[config.mk]
export PLATFORM = sky130hd
export DESIGN_NAME = date_advance_by_days
export DESIGN_NICKNAME = d
export VERILOG_FILES = /design/src/rtl/core/dadv_pkg.sv /design/src/rtl/core/dadv_mod25.sv /design/src/rtl/core/date_advance_by_days.sv
export SDC_FILE = /design/constraint.sdc
export NUM_CORES = 1
export LEC_CHECK = 0
export BUFFER_PORTS_ARGS = -buffer_cell sky130_fd_sc_hd__buf_4
export CORE_MARGIN = 8
export CORE_UTILIZATION = 45
export CTS_BUF_LIST = sky130_fd_sc_hd__clkbuf_4
export DETAILED_ROUTE_END_ITERATION = 12
export GPL_TIMING_DRIVEN = 0
export HOLD_SLACK_MARGIN = 0.12
export SLEW_MARGIN = 0
export SYNTH_ARGS = -nofsm -noshare
export SYNTH_HDL_FRONTEND = slang
export SYNTH_HIERARCHICAL = 1
export SYNTH_SLANG_ARGS = --single-unit
[constraint.sdc]
create_clock -name clk -period 8.6 [get_ports clk]
set_input_delay 0 -clock clk [delete_from_list [all_inputs] [get_ports clk]]
set_output_delay 0 -clock clk [all_outputs]
set_load 0.02 [all_outputs]
[src/rtl/core/dadv_pkg.sv]
// Package for the date advance block: constants, state and status codes, calendar helpers.
`timescale 1ns / 1ps
package dadv_pkg;

  localparam int unsigned YEAR_W  = 14;
  localparam int unsigned MONTH_W = 4;
  localparam int unsigned DAY_W   = 5;
  localparam int unsigned COUNT_W = 16;
  localparam int unsigned STAT_W  = 2;
  // day accumulator holds day + count before the walk
  localparam int unsigned ACC_W   = 17;
  localparam int unsigned MOD25_W = 5;

  localparam logic [YEAR_W-1:0]  YEAR_MAX  = 14'd9999;
  localparam logic [MONTH_W-1:0] MONTH_DEC = 4'd12;
  localparam logic [MONTH_W-1:0] MONTH_JAN = 4'd1;
  localparam logic [MONTH_W-1:0] MONTH_FEB = 4'd2;
  localparam logic [DAY_W-1:0]   DAY_SAT   = 5'd31;

  // reciprocal of 25 scaled by 2^20, rounded up; exact for 14-bit years
  localparam logic [15:0] RECIP25     = 16'd41944;
  localparam int unsigned RECIP_SHIFT = 20;
  localparam logic [MOD25_W-1:0] MOD25_LAST = 5'd24;

  typedef enum logic [1:0] {
    STATUS_OK       = 2'd0,
    STATUS_INVALID  = 2'd1,
    STATUS_OVERFLOW = 2'd2
  } status_t;

  typedef enum logic [2:0] {
    ST_IDLE,
    ST_MOD,
    ST_CHECK,
    ST_WALK,
    ST_FIN
  } state_t;

  // Gregorian leap rule from the low year bits and the year's remainder mod 25
  function automatic logic is_leap(input logic [3:0] y_low, input logic [MOD25_W-1:0] m25);
    logic div4;
    logic div16;
    logic div25;
    div4  = (y_low[1:0] == 2'b00);
    div16 = (y_low == 4'b0000);
    div25 = (m25 == '0);
    return div4 && (!div25 || div16);
  endfunction

  function automatic logic [DAY_W-1:0] month_len(input logic leap,
                                                 input logic [MONTH_W-1:0] m);
    logic [DAY_W-1:0] len;
    case (m)
      4'd2:    len = leap ? 5'd29 : 5'd28;
      4'd4,
      4'd6,
      4'd9,
      4'd11:   len = 5'd30;
      default: len = 5'd31;
    endcase
    return len;
  endfunction

endpackage

[src/rtl/core/dadv_mod25.sv]
// Year remainder mod 25 through a registered reciprocal multiply.
`timescale 1ns / 1ps
module dadv_mod25 (
  input  logic                          clk,
  input  logic                          rst,
  input  logic                          start,
  input  logic [dadv_pkg::YEAR_W-1:0]   year,
  output logic                          done,
  output logic [dadv_pkg::MOD25_W-1:0]  rem
);

  localparam int unsigned PROD_W = dadv_pkg::YEAR_W + 16;
  localparam int unsigned QUO_W  = PROD_W - dadv_pkg::RECIP_SHIFT;

  logic [PROD_W-1:0]           prod;
  logic [dadv_pkg::YEAR_W-1:0] year_q;
  logic                        busy;
  logic [QUO_W-1:0]            quo;
  logic [dadv_pkg::YEAR_W-1:0] quo_w;
  logic [dadv_pkg::YEAR_W-1:0] diff;

  // control pipeline
  always_ff @(posedge clk) begin
    if (rst) begin
      busy <= 1'b0;
      done <= 1'b0;
    end else begin
      busy <= start;
      done <= busy;
    end
  end

  // stage 1: quotient estimate by multiply
  always_ff @(posedge clk) begin
    prod   <= PROD_W'(year) * PROD_W'(dadv_pkg::RECIP25);
    year_q <= year;
  end

  // stage 2: remainder = year - 25 * quotient, by shifts and adds
  assign quo   = prod[PROD_W-1:dadv_pkg::RECIP_SHIFT];
  assign quo_w = dadv_pkg::YEAR_W'(quo);
  assign diff  = year_q - (quo_w << 4) - (quo_w << 3) - quo_w;

  always_ff @(posedge clk) begin
    rem <= diff[dadv_pkg::MOD25_W-1:0];
  end

endmodule

[src/rtl/core/date_advance_by_days.sv]
// Top level: date advance sequencer with one shared compare/subtract month step.
// One item in flight: s_axis_tready is high only in idle, so no new beat is taken
// while the sequencer checks the date and walks the month boundaries.
// The result waits in an output register, freeing the sequencer for the next beat,
// which can be taken in the cycle after the result register loads.
// Reset (rst, synchronous, active high) clears the sequencer and output valid.
`timescale 1ns / 1ps
module date_advance_by_days (
  input  logic        clk,
  input  logic        rst,
  input  logic        s_axis_tvalid,
  output logic        s_axis_tready,
  // [13:0] start_year, [17:14] start_month, [22:18] start_day, [38:23] days_to_add
  input  logic [39:0] s_axis_tdata,
  output logic        m_axis_tvalid,
  input  logic        m_axis_tready,
  // [13:0] end_year, [17:14] end_month, [22:18] end_day, [24:23] status
  output logic [31:0] m_axis_tdata
);

  localparam int unsigned YW = dadv_pkg::YEAR_W;
  localparam int unsigned MW = dadv_pkg::MONTH_W;
  localparam int unsigned DW = dadv_pkg::DAY_W;
  localparam int unsigned NW = dadv_pkg::COUNT_W;
  localparam int unsigned AW = dadv_pkg::ACC_W;
  localparam int unsigned RW = dadv_pkg::MOD25_W;

  dadv_pkg::state_t  state, state_next;
  logic [YW-1:0]     y, y_next;
  logic [MW-1:0]     m, m_next;
  logic [AW-1:0]     d, d_next;
  logic [NW-1:0]     n, n_next;
  logic [RW-1:0]     m25, m25_next;
  dadv_pkg::status_t st, st_next;
  logic              out_valid, out_valid_next;
  logic [31:0]       out_data, out_data_next;

  logic              mod_start;
  logic              mod_done;
  logic [RW-1:0]     mod_rem;
  logic              leap;
  logic [DW-1:0]     mlen;
  logic [AW-1:0]     mlen_w;
  logic              in_beat;
  logic              bad_date;

  dadv_mod25 u_mod25 (
    .clk   (clk),
    .rst   (rst),
    .start (mod_start),
    .year  (s_axis_tdata[13:0]),
    .done  (mod_done),
    .rem   (mod_rem)
  );

  // month length of the current walk position
  assign leap    = dadv_pkg::is_leap(y[3:0], m25);
  assign mlen    = dadv_pkg::month_len(leap, m);
  assign mlen_w  = AW'(mlen);
  assign in_beat = s_axis_tvalid && s_axis_tready;

  assign bad_date = (y == '0) || (y > dadv_pkg::YEAR_MAX) || (m == '0) ||
                    (m > dadv_pkg::MONTH_DEC) || (d == '0) || (d > mlen_w);

  assign s_axis_tready = (state == dadv_pkg::ST_IDLE);
  assign mod_start     = in_beat;
  assign m_axis_tvalid = out_valid;
  assign m_axis_tdata  = out_data;

  // state and control registers
  always_ff @(posedge clk) begin
    if (rst) begin
      state     <= dadv_pkg::ST_IDLE;
      out_valid <= 1'b0;
    end else begin
      state     <= state_next;
      out_valid <= out_valid_next;
    end
  end

  // payload registers
  always_ff @(posedge clk) begin
    y        <= y_next;
    m        <= m_next;
    d        <= d_next;
    n        <= n_next;
    m25      <= m25_next;
    st       <= st_next;
    out_data <= out_data_next;
  end

  // sequencer: next state and datapath
  always_comb begin
    state_next     = state;
    y_next         = y;
    m_next         = m;
    d_next         = d;
    n_next         = n;
    m25_next       = m25;
    st_next        = st;
    out_data_next  = out_data;
    out_valid_next = out_valid;

    if (out_valid && m_axis_tready) begin
      out_valid_next = 1'b0;
    end

    case (state)
      dadv_pkg::ST_IDLE: begin
        if (in_beat) begin
          y_next     = s_axis_tdata[13:0];
          m_next     = s_axis_tdata[17:14];
          d_next     = AW'(s_axis_tdata[22:18]);
          n_next     = s_axis_tdata[38:23];
          st_next    = dadv_pkg::STATUS_OK;
          state_next = dadv_pkg::ST_MOD;
        end
      end
      dadv_pkg::ST_MOD: begin
        if (mod_done) begin
          m25_next   = mod_rem;
          state_next = dadv_pkg::ST_CHECK;
        end
      end
      dadv_pkg::ST_CHECK: begin
        if (bad_date) begin
          st_next    = dadv_pkg::STATUS_INVALID;
          state_next = dadv_pkg::ST_FIN;
        end else begin
          d_next     = d + AW'(n);
          state_next = dadv_pkg::ST_WALK;
        end
      end
      dadv_pkg::ST_WALK: begin
        // one month per cycle through the shared compare/subtract
        if (d > mlen_w) begin
          d_next = d - mlen_w;
          if (m == dadv_pkg::MONTH_DEC) begin
            if (y == dadv_pkg::YEAR_MAX) begin
              d_next     = AW'(dadv_pkg::DAY_SAT);
              st_next    = dadv_pkg::STATUS_OVERFLOW;
              state_next = dadv_pkg::ST_FIN;
            end else begin
              m_next   = dadv_pkg::MONTH_JAN;
              y_next   = y + YW'(1);
              m25_next = (m25 == dadv_pkg::MOD25_LAST) ? '0 : m25 + RW'(1);
            end
          end else begin
            m_next = m + MW'(1);
          end
        end else begin
          state_next = dadv_pkg::ST_FIN;
        end
      end
      dadv_pkg::ST_FIN: begin
        if (!out_valid || m_axis_tready) begin
          out_data_next  = {7'd0, st, d[DW-1:0], m, y};
          out_valid_next = 1'b1;
          state_next     = dadv_pkg::ST_IDLE;
        end
      end
      default: begin
        state_next = dadv_pkg::ST_IDLE;
      end
    endcase
  end

endmodule
# ---- After elaboration in Yosys (flattened, before gate mapping)
# Index checks and enable logic that the tools add are counted.
dict set report totals {
  output_inout_bits 34
  ff_bits 121
  input_bits 44
}
dict set report classes {
  mux 41
  n_mul 1
  reduce_logical 31
  order_cmp 3
  n_addsub 8
  n_eq_ne 24
}
# cell count
set op_table {}
lappend op_table {{2-to-1 mux 17 bit} 5}
lappend op_table {{2-to-1 mux 14 bit} 4}
lappend op_table {{one-hot mux 17 bit (3 select lines)} 1}
lappend op_table {{one-hot mux 14 bit (2 select lines)} 1}
lappend op_table {{2-to-1 mux 5 bit} 5}
lappend op_table {{multiplier 14 x 13 -> 22 bit, second input constant} 1}
lappend op_table {{2-to-1 mux 3 bit} 7}
lappend op_table {{adder 17 x 16 -> 17 bit} 1}
lappend op_table {{greater-than comparator 17 x 5 -> 1 bit} 1}
lappend op_table {{logical NOT 17 bit} 1}
lappend op_table {{subtractor 17 x 5 -> 17 bit} 1}
lappend op_table {{2-to-1 mux 4 bit} 4}
lappend op_table {{one-hot mux 3 bit (5 select lines)} 1}
lappend op_table {{AND reduction 5 bit} 3}
lappend op_table {{subtractor 5 bit} 3}
lappend op_table {{adder 14 x 1 -> 14 bit, second input constant} 1}
lappend op_table {{equality test 14 bit, second input constant} 1}
lappend op_table {{greater-than comparator 14 bit, second input constant} 1}
lappend op_table {{logical NOT 14 bit} 1}
lappend op_table {{inequality test 2 bit, second input constant} 7}
lappend op_table {{equality test 4 bit, second input constant} 3}
lappend op_table {{2-to-1 mux 2 bit} 5}
lappend op_table {{one-hot mux 5 bit (2 select lines)} 1}
lappend op_table {{inequality test 3 bit, second input constant} 3}
lappend op_table {{27 further kinds} 46}

# ---- Longest topological paths before layout
# Gate-level depths: netlist (run 1).
dict set report depth {
  ltp_word 11
  depth_mapped 16
}

# ---- Modules after synthesis
# The synthesis (run 1) kept the hierarchy.
# module seq_area_each_um2 cells_each n_inst area_each_um2
set modules_own_cells {}
lappend modules_own_cells {date_advance_by_days 2572.5 465 1 4984.8}
lappend modules_own_cells {dadv_mod25 340.3 364 1 3601.0}

# ---- Worst setup path before layout (run 1)
# No wires, ideal clock.
dict set report synth_path {
  path_kind {in2reg}
  startpoint {input s_axis_tdata[5]}
  endpoint {register u_mod25.prod[23]}
  required_ns 8.528
  cell_stages 16
  setup_slack_ns 4.915
  t_arrival_ns 3.613
  cell_sequence {inv_1 -> fa_1 -> inv_1 -> ha_1 -> fa_1 -> inv_1 -> fa_1 -> fa_1 -> inv_1 -> ha_1 -> a21oi_1 -> nand2_1 -> nor3_1 -> o21ai_1 -> o31ai_1 -> xnor2_1}
}
dict set report synth_between {
  elab_chain_len 1
}
# element line_no
set synth_lines {}
lappend synth_lines {{start: declaration} date_advance_by_days.sv:14} ;# input logic [39:0] s_axis_tdata,
lappend synth_lines {{multiplier 14 x 13 -> 22 bit} dadv_mod25.sv:35} ;# prod <= PROD_W'(year) * PROD_W'(dadv_pkg::RECIP25);
lappend synth_lines {{end signal: assignment} dadv_mod25.sv:35}
lappend synth_lines {{end: declaration} dadv_mod25.sv:15} ;# logic [PROD_W-1:0] prod;
# Every way passes these cells.
# A chain may end at the register's enable or synchronous reset.

# ---- Final worst setup path (run 1)
dict set report layout_path {
  startpoint {input s_axis_tdata[8]}
  endpoint {register u_mod25.prod[24]}
}
# Same word-level chain as after synthesis.

==> results of run 1 <==
## cells in the mapped netlist, types with 2 or more instances
| master | count |
|---|---|
| nand4_1 | 7 |
| mux2i_1 | 2 |
| a21boi_0 | 3 |
| o21ai_0 | 39 |
| buf_2 | 2 |
| nand2_1 | 62 |
| and3_1 | 5 |
| or4_1 | 2 |
| fa_1 | 65 |
| dfxtp_1 | 21 |
| xor2_1 | 22 |
| nor3_1 | 8 |
| edfxtp_1 | 83 |
| a2111oi_2 | 2 |
| a21oi_1 | 33 |
| o211ai_1 | 5 |
| nor4_1 | 3 |
| a211oi_1 | 7 |
| o21ai_1 | 5 |
| ha_1 | 110 |
| nor3b_1 | 2 |
| a21o_1 | 6 |
| clkbuf_1 | 8 |
| or4_4 | 2 |
| nor2b_1 | 9 |
| xnor2_1 | 36 |
| a2bb2oi_1 | 2 |
| and2_1 | 5 |
| a31oi_1 | 4 |
| o22ai_1 | 10 |
| o31ai_1 | 3 |
| nand3_1 | 20 |
| nor2_1 | 36 |
| o221ai_1 | 2 |
| or3_1 | 5 |
| o21a_1 | 5 |
| nand2b_1 | 6 |
| nand3b_1 | 2 |
| buf_4 | 7 |
| inv_1 | 145 |
| a2111oi_0 | 5 |
## metrics by stage
step | std cells | cell area, sq um | utilization, % | worst slack, ns
after floorplan | 835 | 8608 | - | 4.915
after CTS | 1199 | 10040 | 53.65 | 4.401
after detailed placement | 1141 | 9467 | 50.61 | 4.453
final | 1200 | 10040 | 53.67 | 4.318
after global routing | 1200 | 10040 | 53.67 | 4.160
after global placement | 1138 | 9419 | 50.35 | 4.256
## registers in the layout, summed over array words and instances (netlist names)
| signal | count |
|---|---|
| d | 17 |
| m | 4 |
| m25 | 5 |
| m_axis_tdata | 25 |
| m_axis_tvalid | 1 |
| n | 16 |
| st | 2 |
| state | 3 |
| u_mod25/busy | 1 |
| u_mod25/done | 1 |
| u_mod25/prod | 5 |
| u_mod25/rem | 5 |
| u_mod25/year_q | 5 |
| y | 14 |
## critical path, stage by stage
cell	delay [ns]
dlygate4sd3_1	0.55
buf_4	0.20
fa_1	0.48
ha_1	0.32
fa_1	0.47
fa_1	0.55
inv_1	0.06
fa_1	0.54
inv_1	0.05
ha_1	0.32
a21oi_1	0.19
o21ai_1	0.12
nand3_1	0.10
a21oi_1	0.07
or3_1	0.39
xnor2_1	0.24
## what timing repair did
action | in CTS | in global routing
hold endpoints to repair | 50 | 0
resized for setup | 0 | 0
endpoints found under the setup margin | 0 | 0
hold buffers | 42 | 0
## power groups by stage
| stage | Clock (W) | Combinational [W] | Sequential, W |
|---|---|---|---|
| floorplan | 0 | 0.00124 | 0.000789 |
| global placement | 0 | 0.00157 | 0.000813 |
| detailed placement | 0 | 0.00160 | 0.000812 |
| CTS | 0.000270 | 0.00163 | 0.000800 |
| global route | 0.000287 | 0.00187 | 0.000818 |
| finish | 0.000256 | 0.00163 | 0.000800 |
## final cells by class
cell class | instances | share of cell area (%)
Sequential cell | 104 | 29.02
Buffer | 18 | 0.9597
Antenna cell | 1 | 0.02493
Multi-Input combinational cell | 567 | 50.38
Timing Repair Buffer | 114 | 9.759
Clock buffer | 9 | 0.6731
Clock inverter | 7 | 0.8102
Inverter | 146 | 5.459
Tap cell | 234 | 2.917
## kinds of logic after synthesis
family | count (synthesis)
adders and majority gates | 175
xor gates and xnor gates | 58
and+or+nand+nor | 182
other | 1
DFF | 104
muxes | 2
buffers and inverters | 164
AOI/OAI and AO/OA | 143
## final timing paths
| kind | from | endpoint | slack [ns] |
|---|---|---|---|
| max | s_axis_tdata[8] | u_mod25/prod[24] | 4.32 |
| max reg2reg | y[0] | y[4] | 4.63 |
| min reg2reg | st[1] | m_axis_tdata[24] | 0.45 |
| min | s_axis_tvalid | st[1] | 0.18 |
## layer usage
metal / vias to the layer above / wire (um) / share of wire, % / GRT usage, %
li1: 3086 / - / - / -
met1: 2866 / 9228 / 50 / 22.46
met2: 119 / 8129 / 44 / 25.29
met3: 15 / 769 / 4.2 / 2.887
met4: 0 / 184 / 1.0 / 3.453
met5: - / 0 / 0 / 0
==> results by group, run 1 <==
Global route
  – GRT Overall Usage: between 10% and 20%
  – Vias in the first global route: 6150
  – First-pass GRT wire length: around 31000 um
  – Largest net degree at the start of global routing: 22
  – Number of antenna violations at the first check in global routing: 1
  – Gr ovfl total: 0

Setup path
  – Crit Path Max Fanout: 7
  – Kind of critical path: in2reg
  – Crit path required time: 8.98 ns
  – Worst reg-to-reg path cell count: 10
  – Startpoint types: primary input
  – Worst EP arrival: 4.66 ns
  – CP Capture Type: flip-flop

Cells and area
  – Area grow syn2layout: 16.92%
  – Commonest non-fill, non-tap cell in the layout: inv_1
  – Share of cells above drive strength 1: about 12%
  – FF/Latch Area: roughly 0.0029 sq mm
  – Most frequent cells in the layout: 145 x inv_1, 110 x ha_1, 83 x edfxtp_1, 76 x buf_4, 65 x fa_1
  – Area of the multi-input gates: roughly 0.0051 sq mm
  – Fillers: 1667
  – Nets: 1179

Power
  – Clock power share: about a tenth
  – VDD IR-drop max: ~0.11 mV
  – Lkg Pwr: about 4.5 nW
  – Gate power share: between 60 and 70%
  – Int Power: 0.001481 W
  – Part of the power in registers: between 20 and 30%
  – Total power: approximately 0.0027 W
  – Switching share of power: 44.92%
  – Net Sw Power: ~0.0012 W
  – Pwr per Cell Area: roughly 270 mW/mm^2

CTS
  – CTS tree: done
  – # clock sinks: between 100 and 150
  – Root Driver: clkbuf_4
  – Htree depth: 3
  – Setup bufs post-CTS: 0
  – Clock slew at reported path FFs: roughly 0.18 ns
  – CTS buffer count: 9
  – Max clock buf depth: 2
  – Skew-Pair Late Insertion Delay: between 0.4 and 0.5 ns

STA
  – Slew headroom: 20.58%
  – Setup Viol. Count Final: 0
  – Unrepaired setup endpoints after global routing: false
  – Slew @ Worst Pin: about 1.2 ns
  – Post-Route Skew: around 0.039 ns
  – Fmax: approximately 0.23 GHz
  – Min Hold Slack: around 0.18 ns
  – Fin crit share: around half
  – Final TNS setup: 0 ns
  – Slew Limit Fails: 0
  – Min Tclk post-route: 4.282 ns
  – Hold Violations, Final: 0

Floorplan
  – Die W: roughly 150 um
  – Io pins: roughly 80
  – CORE AREA: roughly 0.019 sq mm
  – Die footprint: ~0.024 sq mm
  – Height of the die: 154.1 um
  – Initial core utilization: around 46%
  – Row count: 50

Synth
  – Distinct cells, synth: 64
  – Top_reg_cell synth: edfxtp_1
  – Compound-Gate Fraction of Synth Area: between 10% and 20%
  – Synth Area in XOR/XNOR: about 5.9%
  – Synth top area share: ~29%
  – Sequential cell area fraction in the yosys report: between 30% and 40%
  – Largest family of logic cells by synthesized area: adder cells
  – Post-synth EDFFs: between 80 and 90
  – Share of synthesized cell area in full adder, half adder and majority cells: between 30 and 40%
  – Area contributors post-synth: edfxtp_1 29%, ha_1 16%, fa_1 15%
  – Avg Synthesized Cell Area: 10.36 sq um
  – Synth area leader: edfxtp_1
  – Post-synthesis register bit count: 104
  – Synth Warn #: 6
  – Synth Instances: 829
  – Post-synthesis mux area share: 0.2332%
  – Simple-gate share of the synthesized area: a little over a tenth
  – Post-synth ARST share: 0%
  – Synthesized area: about 0.0086 sq mm

Place
  – # port buffers: 69
  – DP Wirelength: approximately 15000 um
  – Placer congestion estimate: approximately 0.86

Detailed routing
  – Via density per instance: roughly 5.1
  – Routed wire length per instance: around 15 um
  – Post-Route WL: between 15000 and 20000 um
  – DRT Pass-1 Iters: 5
  – Vias: about 6000
  – DR iter-0 viols: 311
  – Post-route DRC violation count: 0
  – DRT antenna net count: 0

Hold path
  – Hold path cells: 4
  – HP Class: in2reg

Status
  – Status: finished, final reports clean

Run
  – Max-cap violation count: 0
Note: power is estimated with default switching activity, not from simulation.
==> inputs of run 2 (changes only) <==
==> constraint.sdc (replaced) <==
create_clock -name clk -period 4.3 [get_ports clk]
set_input_delay 0 -clock clk [delete_from_list [all_inputs] [get_ports clk]]
set_output_delay 0 -clock clk [all_outputs]
set_load 0.02 [all_outputs]
==> run 2 against run 1 <==
Compared with the run above: worst setup slack lost 4.2 ns; sequential share of layout area down 0.32 points; combinational power is 110% higher; critical endpoint is now u_mod25/prod[22].
==> results by group, run 2 (synthesized netlist as in run 1, its figures left out) <==
Status
  – Status: finished, final reports clean

CTS
  – CTS tree: done
  – Skew-Pair Late Insertion Delay: ~0.49 ns
  – Htree depth: 3
  – Clock slew at reported path FFs: ~0.18 ns
  – CTS buffer count: 9
  – Max clock buf depth: 2
  – # clock sinks: 104
  – Root Driver: clkbuf_4

Floorplan
  – Row count: 50
  – Die W: ~150 um
  – Die footprint: approximately 0.024 sq mm
  – Initial core utilization: a little under half
  – Io pins: between 70 and 80
  – CORE AREA: 0.01871 sq mm
  – Height of the die: roughly 150 um

Cells and area
  – Share of cells above drive strength 1: 13.24%
  – Area grow syn2layout: 18.23%
  – Post-layout util: a little over half
  – Max reg flops: 25
  – Most frequent cells in the layout: 144 x inv_1, 108 x ha_1, 83 x edfxtp_1, 73 x buf_4, 65 x fa_1
  – Fillers: between 1500 and 2000
  – Nets: 1181
  – Commonest non-fill, non-tap cell in the layout: inv_1

Detailed routing
  – Post-route DRC violation count: 0
  – DRT antenna net count: 0
  – DRT Pass-1 Iters: 7
  – DR iter-0 viols: between 300 and 400
  – Via density per instance: approximately 5
  – Routed wire length per instance: between 15 and 20 um
  – Post-Route WL: around 18000 um
  – Vias: about 6100

Setup path
  – Worst r2r src: y[0]
  – Startpoint types: primary input
  – Crit path required time: between 4 and 5 ns
  – Worst R2R Setup Slack: 0.32 ns
  – RR Endpoint: y[4]
  – End point of the critical path: u_mod25/prod[22]
  – Worst reg-to-reg path cell count: 10
  – Worst EP arrival: around 4.6 ns
  – Kind of critical path: in2reg
  – CP Capture Type: flip-flop
  – Crit Path Max Fanout: 5
  – Worst Setup SP: s_axis_tdata[5]

STA
  – Hold Violations, Final: 0
  – Post-Route Skew: approximately 0.040 ns
  – Fmax: 0.2374 GHz
  – Fin crit share: between 90% and 100%
  – Setup Viol. Count Final: 0
  – Min Hold Slack: roughly 0.18 ns
  – Slew headroom: 19.94%
  – Slew Limit Fails: 0
  – Min Tclk post-route: around 4.2 ns
  – Slew @ Worst Pin: 1.197 ns

Global route
  – Largest net degree at the start of global routing: 22
  – Vias in the first global route: ~6000
  – First-pass GRT wire length: approximately 31000 um
  – GRT Overall Usage: around 16%
  – Most Crowded Layer GR: met2
  – M2 GR Usage: between 20% and 30%
  – GRT met1 Usage: roughly 22%
  – Routing usage on met3: 2.887%
  – Gr ovfl total: 0
  – Number of antenna violations at the first check in global routing: 1

Hold path
  – Hold path cells: 4
  – HP Class: in2reg

Place
  – DP Wirelength: approximately 15000 um
  – # port buffers: slightly below 70
  – Placer congestion estimate: 0.8599

Power
  – Pwr per Cell Area: around 550 mW/mm^2
  – Lkg Pwr: approximately 4.5 nW
  – VDD IR-drop max: 0.2459 mV
  – Total power: around 0.0056 W

Run
  – Max-cap violation count: 0
run 2: changes by cell type in the layout (fill, tap and decap cells not counted), sizes merged:
cell	previous run	this run
inv	148	147
buf	81	83
clkinvlp	0	1
run 2: layer usage:
metal,vias up,wire length (um)
met5,-,0
met4,0,168
met3,11,771
met2,118,8240
met1,2843,9192
li1,3096,-
run 2: metrics by stage:
stage               setup slack (ns)  setup TNS [ns]  cells  instance area (sq um)
finish                       0.08789               0   1202                  10150
global route                -0.01885        -0.01885   1202                  10150
CTS                           0.1009               0   1199                  10040
detailed placement            0.1528               0   1141                   9467
global placement            -0.04443         -0.7245   1138                   9419
floorplan                     0.6151               0    835                   8608
run 2: timing repair:
item | 4_1_cts | 5_1_grt
setup buffers | 0 | 2
setup endpoints to repair | 0 | 3
gates resized for setup | 0 | 20
hold endpoints to repair | 50 | 0
hold buffers | 42 | 0
run 2: worst min path at each step:
stage                             end  slack, ns        startpoint
floorplan           u_mod25/year_q[0]       0.03   s_axis_tdata[0]
CTS                          state[1]       0.13     s_axis_tvalid
global placement                 n[7]       0.18  s_axis_tdata[30]
global route                    st[0]       0.16     s_axis_tvalid
detailed placement              n[11]       0.18  s_axis_tdata[34]
finish                          st[1]       0.18     s_axis_tvalid
run 2: layout make-up:
cell class              instances  area (sq um)  share of cell area (%)
clock inverters                 7         81.33                  0.8012
clock buffers                   9         67.56                  0.6656
flip-flops and latches        104          2913                   28.69
inverters                     146         551.8                   5.436
repair buffers                116          1013                   9.984
multi-input cells             567          5132                   50.56
diodes                          1         2.502                 0.02465
plain buffers                  18         96.34                  0.9491
well taps                     234         292.8                   2.884
run 2: power by group:
group	total (W)	leakage [nW]	switching [W]	internal (W)
clock network	0.000512	0.0801	0.000371	0.000141
registers	0.00160	0.960	0.000192	0.00141
logic	0.00345	3.51	0.00194	0.00151
total	0.00556	4.55	0.00250	0.00306
run 2: critical path: stages:
cell and delay (ns):
dlygate4sd3_1 0.56, buf_6 0.15, clkinvlp_4 0.12, buf_4 0.15, fa_1 0.53, inv_1 0.04
ha_1 0.22, fa_1 0.50, fa_1 0.50, inv_1 0.06, fa_1 0.54, inv_1 0.04
ha_1 0.32, nand3_1 0.08, nor2_1 0.12, o221ai_2 0.10, o21ai_2 0.26, a21oi_1 0.12
xnor2_1 0.13
==> inputs of run 3 (changes only) <==
--- a/config.mk
+++ b/config.mk
@@ -12,6 +12,7 @@
 export DETAILED_ROUTE_END_ITERATION = 12
 export GPL_TIMING_DRIVEN = 0
 export HOLD_SLACK_MARGIN = 0.12
+export RECOVER_POWER = 100
 export SLEW_MARGIN = 0
 export SYNTH_ARGS = -nofsm -noshare
 export SYNTH_HDL_FRONTEND = slang
==> run 3 against run 2 <==
Compared with the run above: sequential power about the same; highest routed layer unchanged; die area unchanged; global-route usage unchanged; largest power group unchanged; total power decreased by 0.77%; critical path type unchanged; flip-flop and latch count unchanged; utilization decreased by 0.77 points; largest cell class unchanged; register-to-register slack improved by 0.02 ns; final cell count unchanged.
==> results by group, run 3 (synthesized netlist as in run 1, its figures left out) <==
Detailed routing
  – Post-Route WL: about 18000 um
  – DRT antenna net count: 0
  – Post-route DRC violation count: 0
  – DR iter-0 viols: 280
  – Via density per instance: between 5 and 6
  – Vias: around 6100
  – Routed wire length per instance: between 15 and 20 um
  – DRT Pass-1 Iters: 4

STA
  – Slew Limit Fails: 0
  – Hold Violations, Final: 0
  – Min Tclk post-route: 4.206 ns
  – Setup Viol. Count Final: 0
  – Fmax: about 0.24 GHz
  – Fin crit share: a little over nine tenths
  – Post-Route Skew: roughly 0.04 ns
  – Slew headroom: about a fifth
  – Slew @ Worst Pin: 1.187 ns

Global route
  – First-pass GRT wire length: between 30000 and 40000 um
  – Vias in the first global route: 6150
  – Largest net degree at the start of global routing: 22
  – Number of antenna violations at the first check in global routing: 1
  – GRT Overall Usage: between 10% and 20%
  – Gr ovfl total: 0

Power
  – VDD IR-drop max: around 0.25 mV
  – Lkg Pwr: approximately 4.4 nW
  – Pwr per Cell Area: around 550 mW/mm^2

Hold path
  – Hold path cells: 5
  – Min-Delay Endpoint: state[1]
  – HP Class: in2reg
  – Hold wc startpoint: s_axis_tvalid

Cells and area
  – Most frequent cells in the layout: 144 x inv_1, 108 x ha_1, 83 x edfxtp_1, 65 x fa_1, 61 x nand2_1
  – Nets: 1181
  – Max reg flops: 25
  – Area grow syn2layout: 16.55%
  – Share of cells above drive strength 1: a little under a tenth
  – Final instance area: between 0.01 and 0.015 sq mm
  – Final std cells w/o fill: ~1200
  – Commonest non-fill, non-tap cell in the layout: inv_1
  – Post-layout util: 53.50%

CTS
  – CTS buffer count: 9
  – Clock slew at reported path FFs: approximately 0.15 ns
  – Htree depth: 3
  – Root Driver: clkbuf_4
  – # clock sinks: 104
  – Skew-Pair Late Insertion Delay: ~0.49 ns
  – Max clock buf depth: 2
  – CTS tree: done

Setup path
  – CP Capture Type: flip-flop
  – Crit path required time: 4.66 ns
  – Crit Path Max Fanout: 5
  – CP max-delay cell: dlygate4sd3_1
  – Worst r2r src: y[0]
  – Worst R2R Setup Slack: 0.34 ns
  – CP most frequent cell: fa_1
  – Worst reg-to-reg path cell count: 12
  – RR Endpoint: d[15]
  – Family with the most delay on the worst path: adder cells
  – Worst EP arrival: around 4.6 ns
  – CP peak stage delay: around 0.56 ns
  – Startpoint types: primary input
  – Worst Path Buf+Inv: 7
  – Worst Setup SP: s_axis_tdata[5]
  – CP Cell Sequence: dlygate4sd3_1 > buf_6 > clkinvlp_4 > buf_4 > fa_1 > inv_1 > ha_1 > fa_1 > fa_1 > inv_1 > fa_1 > inv_1 > ha_1 > nand3_1 > nor2_1 > o221ai_2 > o21ai_2 > a21oi_1 > xnor2_1
  – Kind of critical path: in2reg

Place
  – Placed cells: between 1000 and 1500
  – # port buffers: 69
  – DP Wirelength: between 10000 and 15000 um
  – Area post-placement: ~0.0095 sq mm
  – Placer congestion estimate: ~0.86

Floorplan
  – Io pins: 78
  – Initial core utilization: a little under half
  – CORE AREA: ~0.019 sq mm
  – Die footprint: approximately 0.024 sq mm
  – Height of the die: between 150 and 200 um
  – Row count: 50
  – Die W: roughly 150 um

Status
  – Status: finished, final reports clean

Run
  – Max-cap violation count: 0
## run 3: how the worst max path moves through the flow
stage | to | cells after the start
floorplan | u_mod25/prod[23] | 16
global placement | d[9] | 11
detailed placement | u_mod25/prod[24] | 15
CTS | u_mod25/prod[24] | 16
global route | u_mod25/prod[24] | 18
finish | u_mod25/prod[22] | 19
## run 3: power breakdown
group,switching [W],total (W),internal [W],leakage (nW)
clock network,0.000369,0.000510,0.000141,0.0801
registers,0.000190,0.00160,0.00141,0.960
logic,0.00193,0.00341,0.00149,3.39
## run 3: layout make-up
type                    count  area (sq um)
repair buffers            116         889.6
flip-flops and latches    104          2913
clock buffers               9         67.56
fillers                  1704          8698
plain buffers              18         93.84
clock inverters             7         81.33
well taps                 234         292.8
diodes                      1         2.502
inverters                 146         551.8
multi-input cells         567          5115
## run 3: metrics by stage
stage	hold slack [ns]	setup slack, ns	power, W	setup TNS, ns
6_report	0.1094	0.09396	0.005522	0
2_1_floorplan	0.02772	0.6151	0.004063	0
3_3_place_gp	0.1779	-0.04443	0.004764	-0.7245
3_5_place_dp	0.1795	0.1528	0.004829	0
4_1_cts	0.1292	0.1009	0.005409	0
5_1_grt	0.1210	-0.01885	0.006114	-0.01885
## run 3: layer usage
layer	vias up	GRT usage (%)	share of wire [%]	wire length (um)
li1	3095	-	-	-
met1	2851	22.46	50	9225
met2	114	25.29	45	8246
met3	11	2.887	4.0	737
met4	0	3.453	0.93	171
met5	-	0	0	0
## run 3: worst min-delay path: stages
cell and delay (ns):
buf_4 0.12, nand2b_1 0.06, o211ai_1 0.10, a21oi_1 0.17, a2111oi_0 0.08
## run 3: timing repair
action                     in CTS  in global routing
hold buffers                   42                  0
resized for setup               0                 20
buffers inserted                0                  2
hold endpoints to repair       50                  0
setup endpoints to repair       0                  3
